==> src/rtl/core/rrss_pkg.sv <==
// Package with the types and constants of the round-robin slice scheduler.
`timescale 1ns / 1ps
package rrss_pkg;

   localparam int CMD_W   = 2;
   localparam int BURST_W = 16;
   localparam int TS_W    = 16;
   localparam int TIME_W  = 20;
   localparam int ID_W    = 5;

   localparam logic [CMD_W-1:0]  CMD_LOAD  = 2'd0;
   localparam logic [CMD_W-1:0]  CMD_NEXT  = 2'd1;
   localparam logic [CMD_W-1:0]  CMD_CLEAR = 2'd2;

   localparam logic [TS_W-1:0]   TS_RESET  = 16'd4;
   localparam logic [TIME_W-1:0] CLOCK_MAX = 20'hFFFFF;

   typedef enum logic [2:0] {
      ST_IDLE,
      ST_FIRST,
      ST_SCAN,
      ST_HIT,
      ST_DONE
   } state_type;

   // Commands from the controller to the datapath.
   typedef struct packed {
      logic load;
      logic clear;
      logic start;
      logic first;
      logic advance;
      logic capture;
      logic commit;
      logic finish;
   } ctl_type;

   // Status from the datapath to the controller.
   typedef struct packed {
      logic empty;
      logic full;
      logic hit;
      logic last;
      logic out_free;
   } stat_type;

endpackage

==> src/rtl/core/rrss_ram.sv <==
// Generic single-write, single-read RAM with registered read data.
`timescale 1ns / 1ps
module rrss_ram #(
   parameter int WIDTH = 16,
   parameter int DEPTH = 16
) (
   input  logic                     clock,
   input  logic                     wr_en,
   input  logic [$clog2(DEPTH)-1:0] wr_addr,
   input  logic [WIDTH-1:0]         wr_data,
   input  logic [$clog2(DEPTH)-1:0] rd_addr,
   output logic [WIDTH-1:0]         rd_data
);

   logic [WIDTH-1:0] mem_ff [DEPTH];
   logic [WIDTH-1:0] rd_data_ff;

   always_ff @(posedge clock) begin
      if (wr_en) begin
         mem_ff[wr_addr] <= wr_data;
      end
      rd_data_ff <= mem_ff[rd_addr];
   end

   assign rd_data = rd_data_ff;

endmodule

==> src/rtl/core/rrss_ctrl.sv <==
// Controller state machine of the round-robin slice scheduler.
`timescale 1ns / 1ps
module rrss_ctrl (
   input  logic                      clock,
   input  logic                      reset,
   input  logic                      req_valid,
   input  logic [rrss_pkg::CMD_W-1:0] req_command,
   output logic                      req_ready,
   input  rrss_pkg::stat_type        stat,
   output rrss_pkg::ctl_type         ctl
);
   import rrss_pkg::*;

   state_type state_ff;
   state_type state_in;

   always_ff @(posedge clock) begin
      if (reset) begin
         state_ff <= ST_IDLE;
      end else begin
         state_ff <= state_in;
      end
   end

   always_comb begin
      state_in  = state_ff;
      ctl       = '0;
      req_ready = 1'b0;
      case (state_ff)
         ST_IDLE: begin
            req_ready = 1'b1;
            if (req_valid) begin
               case (req_command)
                  CMD_LOAD: begin
                     ctl.load = !stat.full;
                  end
                  CMD_CLEAR: begin
                     ctl.clear = 1'b1;
                  end
                  CMD_NEXT: begin
                     if (stat.empty) begin
                        state_in = ST_DONE;
                     end else begin
                        ctl.start = 1'b1;
                        state_in  = ST_FIRST;
                     end
                  end
                  default: begin
                  end
               endcase
            end
         end
         ST_FIRST: begin
            ctl.first = 1'b1;
            state_in  = ST_SCAN;
         end
         ST_SCAN: begin
            // One table entry is checked per cycle while the next one is read.
            if (stat.hit) begin
               ctl.capture = 1'b1;
               state_in    = ST_HIT;
            end else if (stat.last) begin
               state_in = ST_DONE;
            end else begin
               ctl.advance = 1'b1;
            end
         end
         ST_HIT: begin
            if (stat.out_free) begin
               ctl.commit = 1'b1;
               state_in   = ST_IDLE;
            end
         end
         ST_DONE: begin
            if (stat.out_free) begin
               ctl.finish = 1'b1;
               state_in   = ST_IDLE;
            end
         end
         default: begin
            state_in = ST_IDLE;
         end
      endcase
   end

endmodule

==> src/rtl/core/rrss_datapath.sv <==
// Datapath of the round-robin slice scheduler: table, clock, scan and result register.
`timescale 1ns / 1ps
module rrss_datapath #(
   parameter int MAX_PROCESSES = 16
) (
   input  logic                         clock,
   input  logic                         reset,
   input  rrss_pkg::ctl_type            ctl,
   output rrss_pkg::stat_type           stat,
   input  logic [rrss_pkg::BURST_W-1:0] req_burst_time,
   input  logic                         csr_valid,
   input  logic [rrss_pkg::TS_W-1:0]    csr_time_slice,
   output logic                         rsp_valid,
   input  logic                         rsp_ready,
   output logic [rrss_pkg::ID_W-1:0]    rsp_process_id,
   output logic [rrss_pkg::TIME_W-1:0]  rsp_start_time,
   output logic [rrss_pkg::TIME_W-1:0]  rsp_end_time,
   output logic                         rsp_all_done
);
   import rrss_pkg::*;

   localparam int IW = $clog2(MAX_PROCESSES);
   localparam int CW = $clog2(MAX_PROCESSES + 1);
   localparam int PW = (IW + 1 > ID_W) ? IW + 1 : ID_W;

   logic [CW-1:0]      count_ff, count_in;
   logic [IW-1:0]      scan_ff, scan_in;
   logic [TIME_W-1:0]  time_ff, time_in;
   logic [TS_W-1:0]    ts_ff, ts_in;
   logic [IW-1:0]      idx_ff, idx_in;
   logic [CW-1:0]      k_ff, k_in;
   logic [BURST_W-1:0] rem_ff, rem_in;
   logic               rsp_valid_ff, rsp_valid_in;
   logic [ID_W-1:0]    rsp_id_ff, rsp_id_in;
   logic [TIME_W-1:0]  rsp_start_ff, rsp_start_in;
   logic [TIME_W-1:0]  rsp_end_ff, rsp_end_in;
   logic               rsp_done_ff, rsp_done_in;

   logic [CW-1:0]      idx_inc;
   logic [IW-1:0]      idx_next;
   logic [IW-1:0]      idx_first;
   logic [TS_W-1:0]    quantum;
   logic [BURST_W-1:0] run;
   logic [TIME_W:0]    end_sum;
   logic [TIME_W-1:0]  end_sat;
   logic [PW-1:0]      id_wide;
   logic               ram_wr_en;
   logic [IW-1:0]      ram_wr_addr;
   logic [BURST_W-1:0] ram_wr_data;
   logic [IW-1:0]      ram_rd_addr;
   logic [BURST_W-1:0] ram_rd_data;

   rrss_ram #(
      .WIDTH (BURST_W),
      .DEPTH (MAX_PROCESSES)
   ) u_table (
      .clock   (clock),
      .wr_en   (ram_wr_en),
      .wr_addr (ram_wr_addr),
      .wr_data (ram_wr_data),
      .rd_addr (ram_rd_addr),
      .rd_data (ram_rd_data)
   );

   always_comb begin
      idx_inc   = CW'(idx_ff) + CW'(1);
      idx_next  = (idx_inc >= count_ff) ? '0 : idx_inc[IW-1:0];
      idx_first = (CW'(scan_ff) >= count_ff) ? '0 : scan_ff;
      // A quantum of zero behaves as one.
      quantum   = (ts_ff == '0) ? TS_W'(1) : ts_ff;
      run       = (rem_ff < quantum) ? rem_ff : quantum;
      end_sum   = {1'b0, time_ff} + (TIME_W + 1)'(run);
      end_sat   = (end_sum > {1'b0, CLOCK_MAX}) ? CLOCK_MAX : end_sum[TIME_W-1:0];
      id_wide   = PW'(idx_ff) + PW'(1);

      ram_rd_addr = ctl.first ? idx_ff : idx_next;
      ram_wr_en   = ctl.load | ctl.commit;
      ram_wr_addr = ctl.commit ? idx_ff : count_ff[IW-1:0];
      ram_wr_data = ctl.commit ? (rem_ff - run) : req_burst_time;

      stat.empty    = (count_ff == '0);
      stat.full     = (count_ff == CW'(MAX_PROCESSES));
      stat.hit      = (ram_rd_data != '0);
      stat.last     = ((k_ff + CW'(1)) == count_ff);
      stat.out_free = !rsp_valid_ff || rsp_ready;
   end

   always_comb begin
      count_in     = count_ff;
      scan_in      = scan_ff;
      time_in      = time_ff;
      ts_in        = csr_valid ? csr_time_slice : ts_ff;
      idx_in       = idx_ff;
      k_in         = k_ff;
      rem_in       = ctl.capture ? ram_rd_data : rem_ff;
      rsp_valid_in = rsp_valid_ff && !rsp_ready;
      rsp_id_in    = rsp_id_ff;
      rsp_start_in = rsp_start_ff;
      rsp_end_in   = rsp_end_ff;
      rsp_done_in  = rsp_done_ff;

      if (ctl.load) begin
         count_in = count_ff + CW'(1);
      end
      if (ctl.clear) begin
         count_in = '0;
         scan_in  = '0;
         time_in  = '0;
      end
      if (ctl.start) begin
         idx_in = idx_first;
         k_in   = '0;
      end
      if (ctl.advance) begin
         idx_in = idx_next;
         k_in   = k_ff + CW'(1);
      end
      if (ctl.commit) begin
         time_in      = end_sat;
         scan_in      = idx_next;
         rsp_valid_in = 1'b1;
         rsp_id_in    = id_wide[ID_W-1:0];
         rsp_start_in = time_ff;
         rsp_end_in   = end_sat;
         rsp_done_in  = 1'b0;
      end
      if (ctl.finish) begin
         rsp_valid_in = 1'b1;
         rsp_id_in    = '0;
         rsp_start_in = time_ff;
         rsp_end_in   = time_ff;
         rsp_done_in  = 1'b1;
      end
   end

   always_ff @(posedge clock) begin
      if (reset) begin
         count_ff     <= '0;
         scan_ff      <= '0;
         time_ff      <= '0;
         ts_ff        <= TS_RESET;
         rsp_valid_ff <= 1'b0;
      end else begin
         count_ff     <= count_in;
         scan_ff      <= scan_in;
         time_ff      <= time_in;
         ts_ff        <= ts_in;
         rsp_valid_ff <= rsp_valid_in;
      end
   end

   always_ff @(posedge clock) begin
      idx_ff       <= idx_in;
      k_ff         <= k_in;
      rem_ff       <= rem_in;
      rsp_id_ff    <= rsp_id_in;
      rsp_start_ff <= rsp_start_in;
      rsp_end_ff   <= rsp_end_in;
      rsp_done_ff  <= rsp_done_in;
   end

   assign rsp_valid      = rsp_valid_ff;
   assign rsp_process_id = rsp_id_ff;
   assign rsp_start_time = rsp_start_ff;
   assign rsp_end_time   = rsp_end_ff;
   assign rsp_all_done   = rsp_done_ff;

endmodule

==> src/rtl/core/round_robin_slice_scheduler_core.sv <==
// Top level of the round-robin time-slice scheduler.
// The req channel takes one command item at a time: load appends a burst time to the
// process table, clear empties the table and zeroes the clock, next runs one slice.
// Load and clear finish in the cycle they are accepted and give no result item.
// A next item gives exactly one rsp item: the process run with its start and end
// times, or a done item (process_id 0, all_done 1) when no loaded process has work.
// With an empty table the controller goes straight from idle to its done state.
// Otherwise it passes through the first and scan states, and the scan reads one table
// entry per cycle from the table RAM until a process is found (hit state) or the
// last entry is checked (done state); req_ready is low until it returns to idle.
// The csr channel writes time_slice and is always ready; the user is to use it
// only while idle, which the block itself does not enforce. Reset clears the table
// count, the clock, the scan position and any pending result, and sets time_slice
// to 4. The table contents are not cleared. The result sits in an output register,
// so load and clear items are accepted while a result waits; if rsp_ready stays low,
// a following next item waits in its final state until the register is free.
`timescale 1ns / 1ps
module round_robin_slice_scheduler_core #(
   parameter int MAX_PROCESSES = 16
) (
   input  logic                         clock,
   input  logic                         reset,
   input  logic                         req_valid,
   output logic                         req_ready,
   input  logic [rrss_pkg::CMD_W-1:0]   req_command,
   input  logic [rrss_pkg::BURST_W-1:0] req_burst_time,
   output logic                         rsp_valid,
   input  logic                         rsp_ready,
   output logic [rrss_pkg::ID_W-1:0]    rsp_process_id,
   output logic [rrss_pkg::TIME_W-1:0]  rsp_start_time,
   output logic [rrss_pkg::TIME_W-1:0]  rsp_end_time,
   output logic                         rsp_all_done,
   input  logic                         csr_valid,
   output logic                         csr_ready,
   input  logic [rrss_pkg::TS_W-1:0]    csr_time_slice
);
   import rrss_pkg::*;

   ctl_type  ctl;
   stat_type stat;

   assign csr_ready = 1'b1;

   rrss_ctrl u_ctrl (
      .clock       (clock),
      .reset       (reset),
      .req_valid   (req_valid),
      .req_command (req_command),
      .req_ready   (req_ready),
      .stat        (stat),
      .ctl         (ctl)
   );

   rrss_datapath #(
      .MAX_PROCESSES (MAX_PROCESSES)
   ) u_datapath (
      .clock          (clock),
      .reset          (reset),
      .ctl            (ctl),
      .stat           (stat),
      .req_burst_time (req_burst_time),
      .csr_valid      (csr_valid),
      .csr_time_slice (csr_time_slice),
      .rsp_valid      (rsp_valid),
      .rsp_ready      (rsp_ready),
      .rsp_process_id (rsp_process_id),
      .rsp_start_time (rsp_start_time),
      .rsp_end_time   (rsp_end_time),
      .rsp_all_done   (rsp_all_done)
   );

endmodule

==> config.mk <==
export PLATFORM = sky130hd
export DESIGN_NAME = round_robin_slice_scheduler_core
export DESIGN_NICKNAME = d
export VERILOG_FILES = /design/src/rtl/core/rrss_pkg.sv /design/src/rtl/core/rrss_ram.sv /design/src/rtl/core/rrss_ctrl.sv /design/src/rtl/core/rrss_datapath.sv /design/src/rtl/core/round_robin_slice_scheduler_core.sv
export SDC_FILE = /design/constraint.sdc
export NUM_CORES = 1
export LEC_CHECK = 0
export ABC_CLOCK_PERIOD_IN_PS = 4850
export BUFFER_PORTS_ARGS = -buffer_cell sky130_fd_sc_hd__buf_4
export CAP_MARGIN = 0
export CORE_MARGIN = 1
export CORE_UTILIZATION = 56
export CTS_CLUSTER_SIZE = 20
export DETAILED_ROUTE_END_ITERATION = 16
export PLACE_DENSITY = 0.75
export REMOVE_ABC_BUFFERS = 1
export SKIP_LAST_GASP = 1
export SYNTH_ARGS = -nofsm -noshare
export SYNTH_HDL_FRONTEND = slang
export SYNTH_SLANG_ARGS = --single-unit
==> constraint.sdc <==
create_clock -name clock -period 4.85 [get_ports clock]
set_input_delay 1.455 -clock clock [delete_from_list [all_inputs] [get_ports clock]]
set_output_delay 1.455 -clock clock [all_outputs]
set_load 0.01 [all_outputs]
==> results.md, run 1 <==
- Clock Tree Buf Depth: 3
- DR WL/cell: 21.4 um
- HPWL after DPL: 26.7 mm
- Critical path type: flop to flop
- Largest cells by area after synthesis: edfxtp_1 54%, mux2i_1 15%, dfxtp_1 8.0%
- ANT cells: 0
- Via density: approximately 6
- Synthesis Warnings: 0
- Root buffer cell: clkbuf_16
- CTS Buf Count: 41
- Die ar.: 32,500 um^2
- Synth Flop Type: edfxtp_1
- Starting density of the core: 57.6%
- H-tree Lvls: 2
- Sequential area share after synthesis: 62.2%
- Final hold slack: roughly 0.44 ns
- Final worst-path cycle share: 96.9%
- Syn Area/Cell: 13.4 um^2
- TritonCTS clock tree: built
- I/O pins: 88
- Pin count of the biggest net entering global routing: 47
- Num rows: 64
- Setup crit end kind: flop
- Routed WL: approximately 41 mm
- Sw frac: 27.6%
- Placed Cells: 1,821
- Max_slew headroom: 11.3%
- 1st-pass router iterations: 5
- Total power: 0.00893 W
- GP Congestion: roughly 0.97
- Leak: 8.54 nW
- Area Overhead vs Synth: 16.9%
- Gate power share: 20.9%
- DRC: 0
- Clk Latency, worst-skew pair: 0.54 ns
- CTS Hold Bufs: 0
- Post-synth ARST share: 0%
- Hold Path Class: flop to flop
- Starting DRT DRC Count: 993
- Max Slew Vio Count: 0
- Post-Syn Area: roughly 18,000 um^2
- Pwr Density: 429 nW/um^2
- Peak VDD IR: 0.336 mV
- Max_cap viols: 0
- Layout net count: 1,573
- CTS sink cnt: 392
- Worst Path Arrival: 5.08 ns
- Outcome: completed
- Utilization after layout: roughly 67%
- Core area: 30,900 um^2
- Setup TNS: 0 ns
- Vert. Die Dim: 180 um
- Clk slew on worst S/H paths: 0.06 ns
- EDFF count, synth: 321
- Pint: 0.00646 W
- Clk_skew: 0.0251 ns
- DR vias: 11.2k
- Power share of the clock group: 34.6%
- Number of nets with antenna violations after routing: 0
- Mapped Cells: 1,332
- Post-synth top cells: 321 x edfxtp_1, 259 x mux2i_1, 105 x nor2_1
- Final min period: around 4.7 ns
- Global-route wire length before repair: roughly 60 mm
- Setup Viol. Count Final: 0
- Fmax: 213 MHz
- Final non-filler cell total: 1,901
- Global route overflow: 0
- Worst Setup Start Kind: flop
- Crit-path max FO: 17
- Share of layout cells above drive strength 1: 17.7%
- Synth unique cells: 62
- GRT Total Usage: between 20% and 30%
- Vias in the first global route: between 10k and 15k
- Top cell type's share of synthesized area: 54.2%
- Sw power: 0.00247 W
- Count leader, synth: edfxtp_1
- Worst EP required: 5.23 ns
- Flop pwr share: 44.5%
- Final hold vios: 0
- Port Buffers: 86
- Initial antenna violation count: 1
- Worst-margin pin slew: 1.32 ns
- Yosys top cell by area: edfxtp_1
- Synth Register Bits: 392
- Die X: 180 um
-- worst max-delay path, cell delays in order (launching register included) --
cell and delay [ns]:
dfxtp_1 0.36, nor4_2 0.33, a41oi_2 0.21, or4_1 0.44
o2111ai_1 0.10, a311oi_1 0.12, nor2_2 0.21, buf_6 0.20
nand2_1 0.06, o21ai_0 0.13, inv_1 0.09, ha_1 0.33
o21ai_0 0.27, a21oi_2 0.09, nor4_2 0.24, o2111ai_1 0.19
o211ai_1 0.20, buf_4 0.18, nor2b_1 0.04, o21a_1 0.17
o21a_1 0.16, o31ai_1 0.20, buf_4 0.24
-- placed cells by master (no fill, tap or decap), types with 19 or more instances in the layout --
cell type,n
edfxtp_1,321
mux2i_1,258
buf_4,144
nor2_1,85
nand2_1,79
dfxtp_1,71
ha_1,59
o21ai_0,48
inv_1,44
clkbuf_16,42
a21oi_1,41
xnor2_1,24
nor2_2,20
a21o_1,19
-- path summary, 6_finish.rpt --
check | startpoint | slack (ns) | end | cells after the start
hold / removal | u_datapath.u_table.rd_data[12]$_DFF_P_ | 0.44 | u_datapath.rem_ff[12]$_DFFE_PP_ | 0
setup reg to reg | u_datapath.ts_ff[8]$_SDFFE_PP0P_ | 0.15 | u_datapath.u_table.mem_ff[9][13]$_DFFE_PP_ | 22
hold reg to reg | u_datapath.u_table.rd_data[12]$_DFF_P_ | 0.44 | u_datapath.rem_ff[12]$_DFFE_PP_ | 0
setup / recovery | u_datapath.ts_ff[8]$_SDFFE_PP0P_ | 0.15 | u_datapath.u_table.mem_ff[9][13]$_DFFE_PP_ | 22
-- final cells by class --
| class | count | area, um^2 |
|---|---|---|
| flip-flops and latches | 392 | 11100 |
| fillers | 2217 | 10100 |
| multi-input cells | 839 | 6460 |
| repair buffers | 154 | 1260 |
| clock buffers | 54 | 1160 |
| well taps | 396 | 495 |
| clock inverters | 22 | 205 |
| inverters | 44 | 165 |
-- sequential cells by signal, indices dropped and copies added (netlist names), 3 cells and up --
signal                      cells
u_ctrl.state_ff                 3
u_datapath.count_ff             5
u_datapath.idx_ff               4
u_datapath.k_ff                 5
u_datapath.rem_ff              16
u_datapath.rsp_end_time        20
u_datapath.rsp_process_id       5
u_datapath.rsp_start_time      20
u_datapath.scan_ff              4
u_datapath.time_ff             20
u_datapath.ts_ff               16
u_datapath.u_table.mem_ff     256
u_datapath.u_table.rd_data     16
-- power by group through the flow --
stage / registers, W / clock network, W / logic, W
final: 0.00397 / 0.00309 / 0.00187
after global routing: 0.00399 / 0.00327 / 0.00203
after CTS: 0.00397 / 0.00314 / 0.00183
after detailed placement: 0.00404 / 0 / 0.00181
after global placement: 0.00404 / 0 / 0.00178
after floorplan: 0.00406 / 0 / 0.00134
-- cell families (layout without fill, tap and decap cells) --
| group | Yosys count | after routing | synth area share (%) |
|---|---|---|---|
| adders and majority gates | 62 | 62 | 4.44 |
| muxes | 260 | 260 | 14.6 |
| and+or+nand+nor | 276 | 276 | 7.13 |
| other | 1 | 1 | 0.0211 |
| xor gates and xnor gates | 40 | 40 | 1.97 |
| AOI/OAI and AO/OA | 200 | 200 | 7.19 |
| buffers and inverters | 101 | 274 | 2.45 |
| DFF | 392 | 392 | 62.2 |
-- stage by stage --
step / setup WS [ns] / cell area (um^2)
final: 0.151 / 20800
after global routing: -0.0558 / 20800
after floorplan: -7.94 / 17500
after global placement: 0.00442 / 19300
after CTS: 0.00812 / 20700
after detailed placement: -0.0740 / 19300
-- timing repair --
| action | 4_1_cts | 5_1_grt |
|---|---|---|
| pin swaps | 1 | 9 |
| gates cloned | 0 | 1 |
| endpoints found under the setup margin | 30 | 149 |
| setup buffers | 1 | 2 |
| gates resized for setup | 1 | 26 |
-- metal layers --
metal  GRT usage [%]  vias up  routed length (um)
met5               0        -                   9
met4            8.85        2                1320
met3            3.38       81                2150
met2            41.1      350               19400
met1            34.1     5435               17700
li1                -     5283                   -
Note: power is estimated with default switching activity, not from simulation.
==> inputs of run 2 (changes only) <==
--- a/config.mk
+++ b/config.mk
@@ -7,9 +7,10 @@
 export LEC_CHECK = 0
 export ABC_CLOCK_PERIOD_IN_PS = 4850
 export BUFFER_PORTS_ARGS = -buffer_cell sky130_fd_sc_hd__buf_4
-export CAP_MARGIN = 0
+export CAP_MARGIN = 20
 export CORE_MARGIN = 1
 export CORE_UTILIZATION = 56
+export CTS_BUF_LIST = sky130_fd_sc_hd__clkbuf_8 sky130_fd_sc_hd__clkbuf_16
 export CTS_CLUSTER_SIZE = 20
 export DETAILED_ROUTE_END_ITERATION = 16
 export PLACE_DENSITY = 0.75
==> run 2 against run 1 <==
Net effect: critical path depth is 2 lower; clock power is 2% lower; via count grew 0.98%; non-clock buffer count fell by 1; critical path type unchanged; largest cell class unchanged.
==> results.md, run 2 (same netlist as run 1, synthesis figures left out) <==
- Outcome: completed
- Final non-filler cell total: 1,899 (-0.11%)
- Core area: 30,900 um^2 (unchanged)
- Placed Cells: 1,823 (+0.11%)
- TritonCTS clock tree: built
- Pwr Density: 428 nW/um^2 (-0.37%)
- Starting density of the core: 57.6% (unchanged)
- Worst slack at placement: -0.0645 ns (+0.00948 ns)
- Commonest cells after routing, fill and taps aside: 321 x edfxtp_1, 258 x mux2i_1, 142 x buf_4
- Utilization after layout: 67.1% (-0.22 points)
- Number of fill cells in the layout: 2,252 (+1.6%)
- Most common cell after layout, fill and taps aside: edfxtp_1
- Global route overflow: 0 (unchanged)
- Die ar.: 32,500 um^2 (unchanged)
- DR WL/cell: 21.6 um (+1.0%)
- Port Buffers: 86 (unchanged)
- Global-route wire length before repair: 62.0 mm (+0.50%)
- Worst EP required: 5.13 ns (-0.10 ns)
- I/O pins: 88 (unchanged)
- Pin count of the biggest net entering global routing: 47 (unchanged)
- 1st-pass router iterations: 5 (unchanged)
- CTS Hold Bufs: 0 (unchanged)
- CP delay by family, top: compound AO/OA/AOI/OAI gates
- Final worst-path cycle share: 96.1% (-0.81 points)
- Final hold vios: 0 (unchanged)
- Worst Setup Start Kind: flop
- CTS sink cnt: 392 (unchanged)
- Max Slew Vio Count: 0 (unchanged)
- HPWL after DPL: 26.8 mm (+0.28%)
- Fmax: 215 MHz (+0.84%)
- Clk slew on worst S/H paths: 0.06 ns (about the same)
- Largest reg by FF count: u_datapath.u_table.mem_ff
- Worst path bufs/invs: 2 (-2)
- Initial antenna violation count: 0 (-1)
- Die X: 180 um (unchanged)
- Starting DRT DRC Count: 1,009 (+1.6%)
- DRC: 0 (unchanged)
- Max_cap viols: 0 (unchanged)
- Root buffer cell: clkbuf_16
- Critical path type: flop to flop
- Clock Tree Buf Depth: 3 (unchanged)
- DR vias: 11.3k (+0.98%)
- Worst Path Arrival: 4.94 ns (-0.14 ns)
- Area Overhead vs Synth: 16.5%
- Vias in the first global route: 10.8k (+0.16%)
- Slowest-stage cell, CP: or4_1
- Share of layout cells above drive strength 1: 17.5% (-0.24 points)
- Leak: 8.53 nW (about the same)
- GRT Total Usage: 25.2% (+0.25 points)
- Layout net count: 1,572 (-0.064%)
- Post-route setup slack: 0.191 ns (+0.0392 ns)
- Worst-margin pin slew: 0.999 ns (-0.318 ns)
- Number of nets with antenna violations after routing: 0 (unchanged)
- CP Cell Sequence: nor4_1, a41oi_2, or4_1, o2111ai_1, a311oi_1, nor2_2, mux2i_2, ha_2, inv_1, fa_1, a21o_1, a211oi_2, o2111ai_1, o211ai_1, o21ai_1, a21o_1, a21oi_2, xor2_1, o21ai_1, buf_4
- GP Congestion: 0.967 (unchanged)
- Clk_skew: 0.0193 ns (-0.00578 ns)
- Setup crit end kind: flop
- CTS Buf Count: 41 (unchanged)
- Max reg flops: 256 (unchanged)
- Crit-path max FO: 8 (-9)
- Num rows: 64 (unchanged)
- Via density: 5.93 (+1.1%)
- Clk Latency, worst-skew pair: 0.54 ns (about the same)
- H-tree Lvls: 2 (unchanged)
- Max_slew headroom: 32.7% (+21 points)
- Routed WL: 41.0 mm (+0.93%)
- Hold Path Class: flop to flop
- Peak VDD IR: 0.325 mV (-3.2%)
- Final hold slack: 0.443 ns (+0.00158 ns)
- Setup Viol. Count Final: 0 (unchanged)
- ANT cells: 0 (unchanged)
- Setup TNS: 0 ns (unchanged)
- Critical Path Max Stage Delay: 0.44 ns (about the same)
- Final min period: 4.66 ns (-0.0392 ns)
- Vert. Die Dim: 180 um (unchanged)
run 2: cell types whose count changed in the layout (fill, tap and decap cells not counted), moves of 2 or more:
cell	change
buf_2	+2
buf_4	-2
clkbuf_1	-6
clkbuf_8	-4
clkinvlp_4	+2
inv_1	+6
nor2_1	+2
nor2_2	-2
o21ai_0	+2
o21ai_2	-2
run 2: area by class of cell:
class,count,area (um^2),area share (%)
sequential,392,11100,53.3
multi-input combinational,839,6440,31.0
timing repair buffer,153,1250,6.02
clock buffer,44,1080,5.20
tap,396,495,2.39
clock inverter,31,250,1.21
inverter,44,165,0.797
run 2: path summary, 6_finish.rpt:
kind | cells past startpoint | startpoint | end | slack (ns)
max | 20 | u_datapath.ts_ff[13]$_SDFFE_PP0P_ | u_datapath.u_table.mem_ff[0][14]$_DFFE_PP_ | 0.19
min | 0 | u_datapath.u_table.rd_data[5]$_DFF_P_ | u_datapath.rem_ff[5]$_DFFE_PP_ | 0.44
max reg2reg | 20 | u_datapath.ts_ff[13]$_SDFFE_PP0P_ | u_datapath.u_table.mem_ff[0][14]$_DFFE_PP_ | 0.19
min reg2reg | 0 | u_datapath.u_table.rd_data[5]$_DFF_P_ | u_datapath.rem_ff[5]$_DFFE_PP_ | 0.44
run 2: metal layers:
metal / vias up / routed length (um) / GRT usage (%)
met3: 94 / 2260 / 3.42
met4: 0 / 1400 / 9.64
met1: 5482 / 17800 / 34.5
li1: 5269 / - / -
met2: 415 / 19500 / 41.2
met5: - / 0 / 0
run 2: worst reg2reg max path, stage by stage, from the launching register on:
cell       delay, ns
dfxtp_1         0.32
nor4_1          0.35
a41oi_2         0.22
or4_1           0.44
o2111ai_1       0.11
a311oi_1        0.12
nor2_2          0.23
mux2i_2         0.29
ha_2            0.21
inv_1           0.05
fa_1            0.38
a21o_1          0.19
a211oi_2        0.25
o2111ai_1       0.18
o211ai_1        0.16
o21ai_1         0.14
a21o_1          0.20
a21oi_2         0.14
xor2_1          0.15
o21ai_1         0.11
buf_4           0.18
run 2: through the flow:
| step | power (W) | instance area, um^2 |
|---|---|---|
| 3_5_place_dp | 0.00585 | 19300 |
| 2_1_floorplan | 0.00539 | 17500 |
| 6_report | 0.00887 | 20700 |
| 5_1_grt | 0.00921 | 20700 |
| 4_1_cts | 0.00887 | 20700 |
| 3_3_place_gp | 0.00582 | 19300 |
run 2: what timing repair did:
item,4_1_cts,5_1_grt
setup buffers,0,0
pin swaps,1,5
setup endpoints to repair,30,150
hold endpoints to repair,0,0
gates cloned,0,1
resized for setup,2,23
run 2: power breakdown:
part	switching [W]	total [W]	internal, W
logic	0.00108	0.00186	0.000772
clock network	0.00131	0.00304	0.00173
registers	0.0000984	0.00397	0.00387
==> inputs of run 3 (changes only) <==
--- a/config.mk
+++ b/config.mk
@@ -13,7 +13,7 @@
 export CTS_BUF_LIST = sky130_fd_sc_hd__clkbuf_8 sky130_fd_sc_hd__clkbuf_16
 export CTS_CLUSTER_SIZE = 20
 export DETAILED_ROUTE_END_ITERATION = 16
-export PLACE_DENSITY = 0.75
+export PLACE_DENSITY = 0.76
 export REMOVE_ABC_BUFFERS = 1
 export SKIP_LAST_GASP = 1
 export SYNTH_ARGS = -nofsm -noshare
==> run 3 against run 2 <==
Net effect: setup slack worse by 0.00073 ns; combinational power is 5% higher; largest cell class unchanged; cell count is 0.37% higher; sequential share of layout area is 0.27 points lower; routed wire length is 0.48% higher; critical path depth is 3 higher; fmax hardly changed; sequential power hardly changed; cell area is 0.53% higher; clock power is 3% lower; total power is 0.12% higher; utilization is 0.36 points higher.
==> results.md, run 3 (same netlist as run 1, synthesis figures left out) <==
- Num rows: 64 (unchanged)
- Area Overhead vs Synth: 17.2%
- Crit-path max FO: 8 (unchanged)
- DRC: 0 (unchanged)
- Most common cell after layout, fill and taps aside: edfxtp_1
- Worst setup path start: u_datapath.ts_ff[13]$_SDFFE_PP0P_
- Die X: 180 um (unchanged)
- Vert. Die Dim: 180 um (unchanged)
- HPWL after DPL: 26.5 mm (-1.1%)
- Global route overflow: 0 (unchanged)
- CTS sink cnt: 392 (unchanged)
- Leak: 8.60 nW (+0.76%)
- Worst hold stages: 0 (unchanged)
- Global-route wire length before repair: 62.3 mm (+0.37%)
- Final hold vios: 0 (unchanged)
- Routed WL: 41.2 mm (+0.48%)
- Worst-margin pin slew: 0.869 ns (-0.130 ns)
- 1st-pass router iterations: 7 (+2)
- FF-to-FF path depth: 23 (+15%)
- Root buffer cell: clkbuf_16
- Fmax: 215 MHz (about the same)
- R2R setup slack: 0.19 ns (about the same)
- Via density: 5.96 (+0.53%)
- GP Congestion: 0.895 (-7.5%)
- Max reg flops: 256 (unchanged)
- DR vias: 11.4k (+0.90%)
- CP dominant cell by count: buf_4
- CP delay by family, top: compound AO/OA/AOI/OAI gates
- Initial antenna violation count: 1 (+1)
- Setup TNS: 0 ns (unchanged)
- Final hold slack: 0.440 ns (-0.00320 ns)
- Max_slew headroom: 41.9% (+9.2 points)
- Worst Hold Launch: u_datapath.u_table.rd_data[9]$_DFF_P_
- Worst path bufs/invs: 5 (+3)
- Worst Setup Start Kind: flop
- I/O pins: 88 (unchanged)
- Setup Viol. Count Final: 0 (unchanged)
- Number of fill cells in the layout: 2,183 (-3.1%)
- GRT Total Usage: 25.3% (+0.065 points)
- Port Buffers: 86 (unchanged)
- Total power: 0.00888 W (+0.12%)
- Hold Path Class: flop to flop
- Clk slew on worst S/H paths: 0.06 ns (about the same)
- Pin count of the biggest net entering global routing: 49 (+4.3%)
- DR WL/cell: 21.6 um (+0.11%)
- Final min period: 4.66 ns (+0.000733 ns)
- CTS Buf Count: 40 (-2.4%)
- Number of nets with antenna violations after routing: 0 (unchanged)
- Starting DRT DRC Count: 1,001 (-0.79%)
- Layout net count: 1,579 (+0.45%)
- Fin area: 20,800 um^2 (+0.53%)
- Starting density of the core: 57.6% (unchanged)
- Slowest-stage cell, CP: or4_1
- Outcome: completed
- Die ar.: 32,500 um^2 (unchanged)
- Utilization after layout: 67.4% (+0.36 points)
- Critical path type: flop to flop
- Clock Tree Buf Depth: 3 (unchanged)
- Vias in the first global route: 11.0k (+1.7%)
- ANT cells: 0 (unchanged)
- Worst EP required: 5.14 ns (about the same)
- Setup crit end kind: flop
- Worst Path Arrival: 4.95 ns (about the same)
- Core area: 30,900 um^2 (unchanged)
- Reg2Reg Launch Point: u_datapath.ts_ff[13]$_SDFFE_PP0P_
- Max Slew Vio Count: 0 (unchanged)
- CP Cell Sequence: nor4_4, buf_4, a41oi_2, or4_1, o2111ai_1, a311oi_1, nor2_1, buf_4, mux2i_4, ha_2, inv_2, fa_2, a21o_1, a211oi_2, buf_4, o2111ai_4, o211ai_1, o21ai_1, a21o_1, a21oi_2, xor2_1, o21ai_2, buf_6
- Commonest cells after routing, fill and taps aside: 321 x edfxtp_1, 258 x mux2i_1, 151 x buf_4
- TritonCTS clock tree: built
- Pwr Density: 426 nW/um^2 (-0.41%)
- Share of layout cells above drive strength 1: 18.4% (+0.91 points)
- Max_cap viols: 0 (unchanged)
- Hold Crit Endpoint: u_datapath.rem_ff[9]$_DFFE_PP_
- Largest reg by FF count: u_datapath.u_table.mem_ff
- Reg2reg end: u_datapath.u_table.mem_ff[9][14]$_DFFE_PP_
- H-tree Lvls: 2 (unchanged)
- Clk Latency, worst-skew pair: 0.54 ns (about the same)
- Final worst-path cycle share: 96.1% (about the same)
- Peak VDD IR: 0.308 mV (-5.3%)
- Critical Path Max Stage Delay: 0.50 ns (+0.06 ns)
- Unrepaired setup endpoints after global routing: yes
- Clk_skew: 0.0158 ns (-0.00353 ns)
- Post-DP Area: 19,300 um^2 (about the same)
==> run 3: final cells by class <==
cell class	count	area [um^2]	share of cell area, %
Multi-Input combinational cell	839	6540	31.4
Sequential cell	392	11100	53.1
Clock buffer	45	1090	5.24
Clock inverter	29	199	0.954
Inverter	44	165	0.792
Timing Repair Buffer	161	1290	6.17
Tap cell	396	495	2.38
==> run 3: routing by layer <==
metal | GRT usage (%) | vias to the layer above | share of wire (%)
met3 | 3.03 | 93 | 5.4
met4 | 9.16 | 0 | 3.5
li1 | - | 5284 | -
met5 | 0 | - | 0
met2 | 42.2 | 436 | 48
met1 | 34.2 | 5548 | 43
==> run 3: worst max path at each step <==
stage | to | slack [ns] | cells after the start
after floorplan | u_datapath.u_table.rd_data[0]$_DFF_P_ | -7.94 | 11
after global placement | u_datapath.u_table.mem_ff[11][14]$_DFFE_PP_ | 0.04 | 23
after detailed placement | u_datapath.u_table.mem_ff[8][14]$_DFFE_PP_ | -0.14 | 22
after CTS | u_datapath.u_table.mem_ff[1][14]$_DFFE_PP_ | 0.02 | 23
after global routing | u_datapath.u_table.mem_ff[9][14]$_DFFE_PP_ | -0.06 | 23
final | u_datapath.u_table.mem_ff[9][14]$_DFFE_PP_ | 0.19 | 23
==> run 3: what timing repair did <==
action,in CTS,in global routing
resized for setup,4,46
endpoints found under the hold margin,0,0
setup buffers,0,6
cloned,0,2
hold buffers,0,0
pin swaps,1,17
endpoints found under the setup margin,53,111
==> run 3: power by group <==
group          internal (W)  switching, W
sequential          0.00387      0.000101
clock               0.00168       0.00127
combinational      0.000827       0.00113
total               0.00638       0.00250
==> run 3: stage by stage <==
stage               worst slack [ns]  instances
global placement              0.0436       1823
floorplan                      -7.94       1275
detailed placement            -0.139       1824
CTS                           0.0177       1898
global route                 -0.0589       1906
finish                         0.190       1906
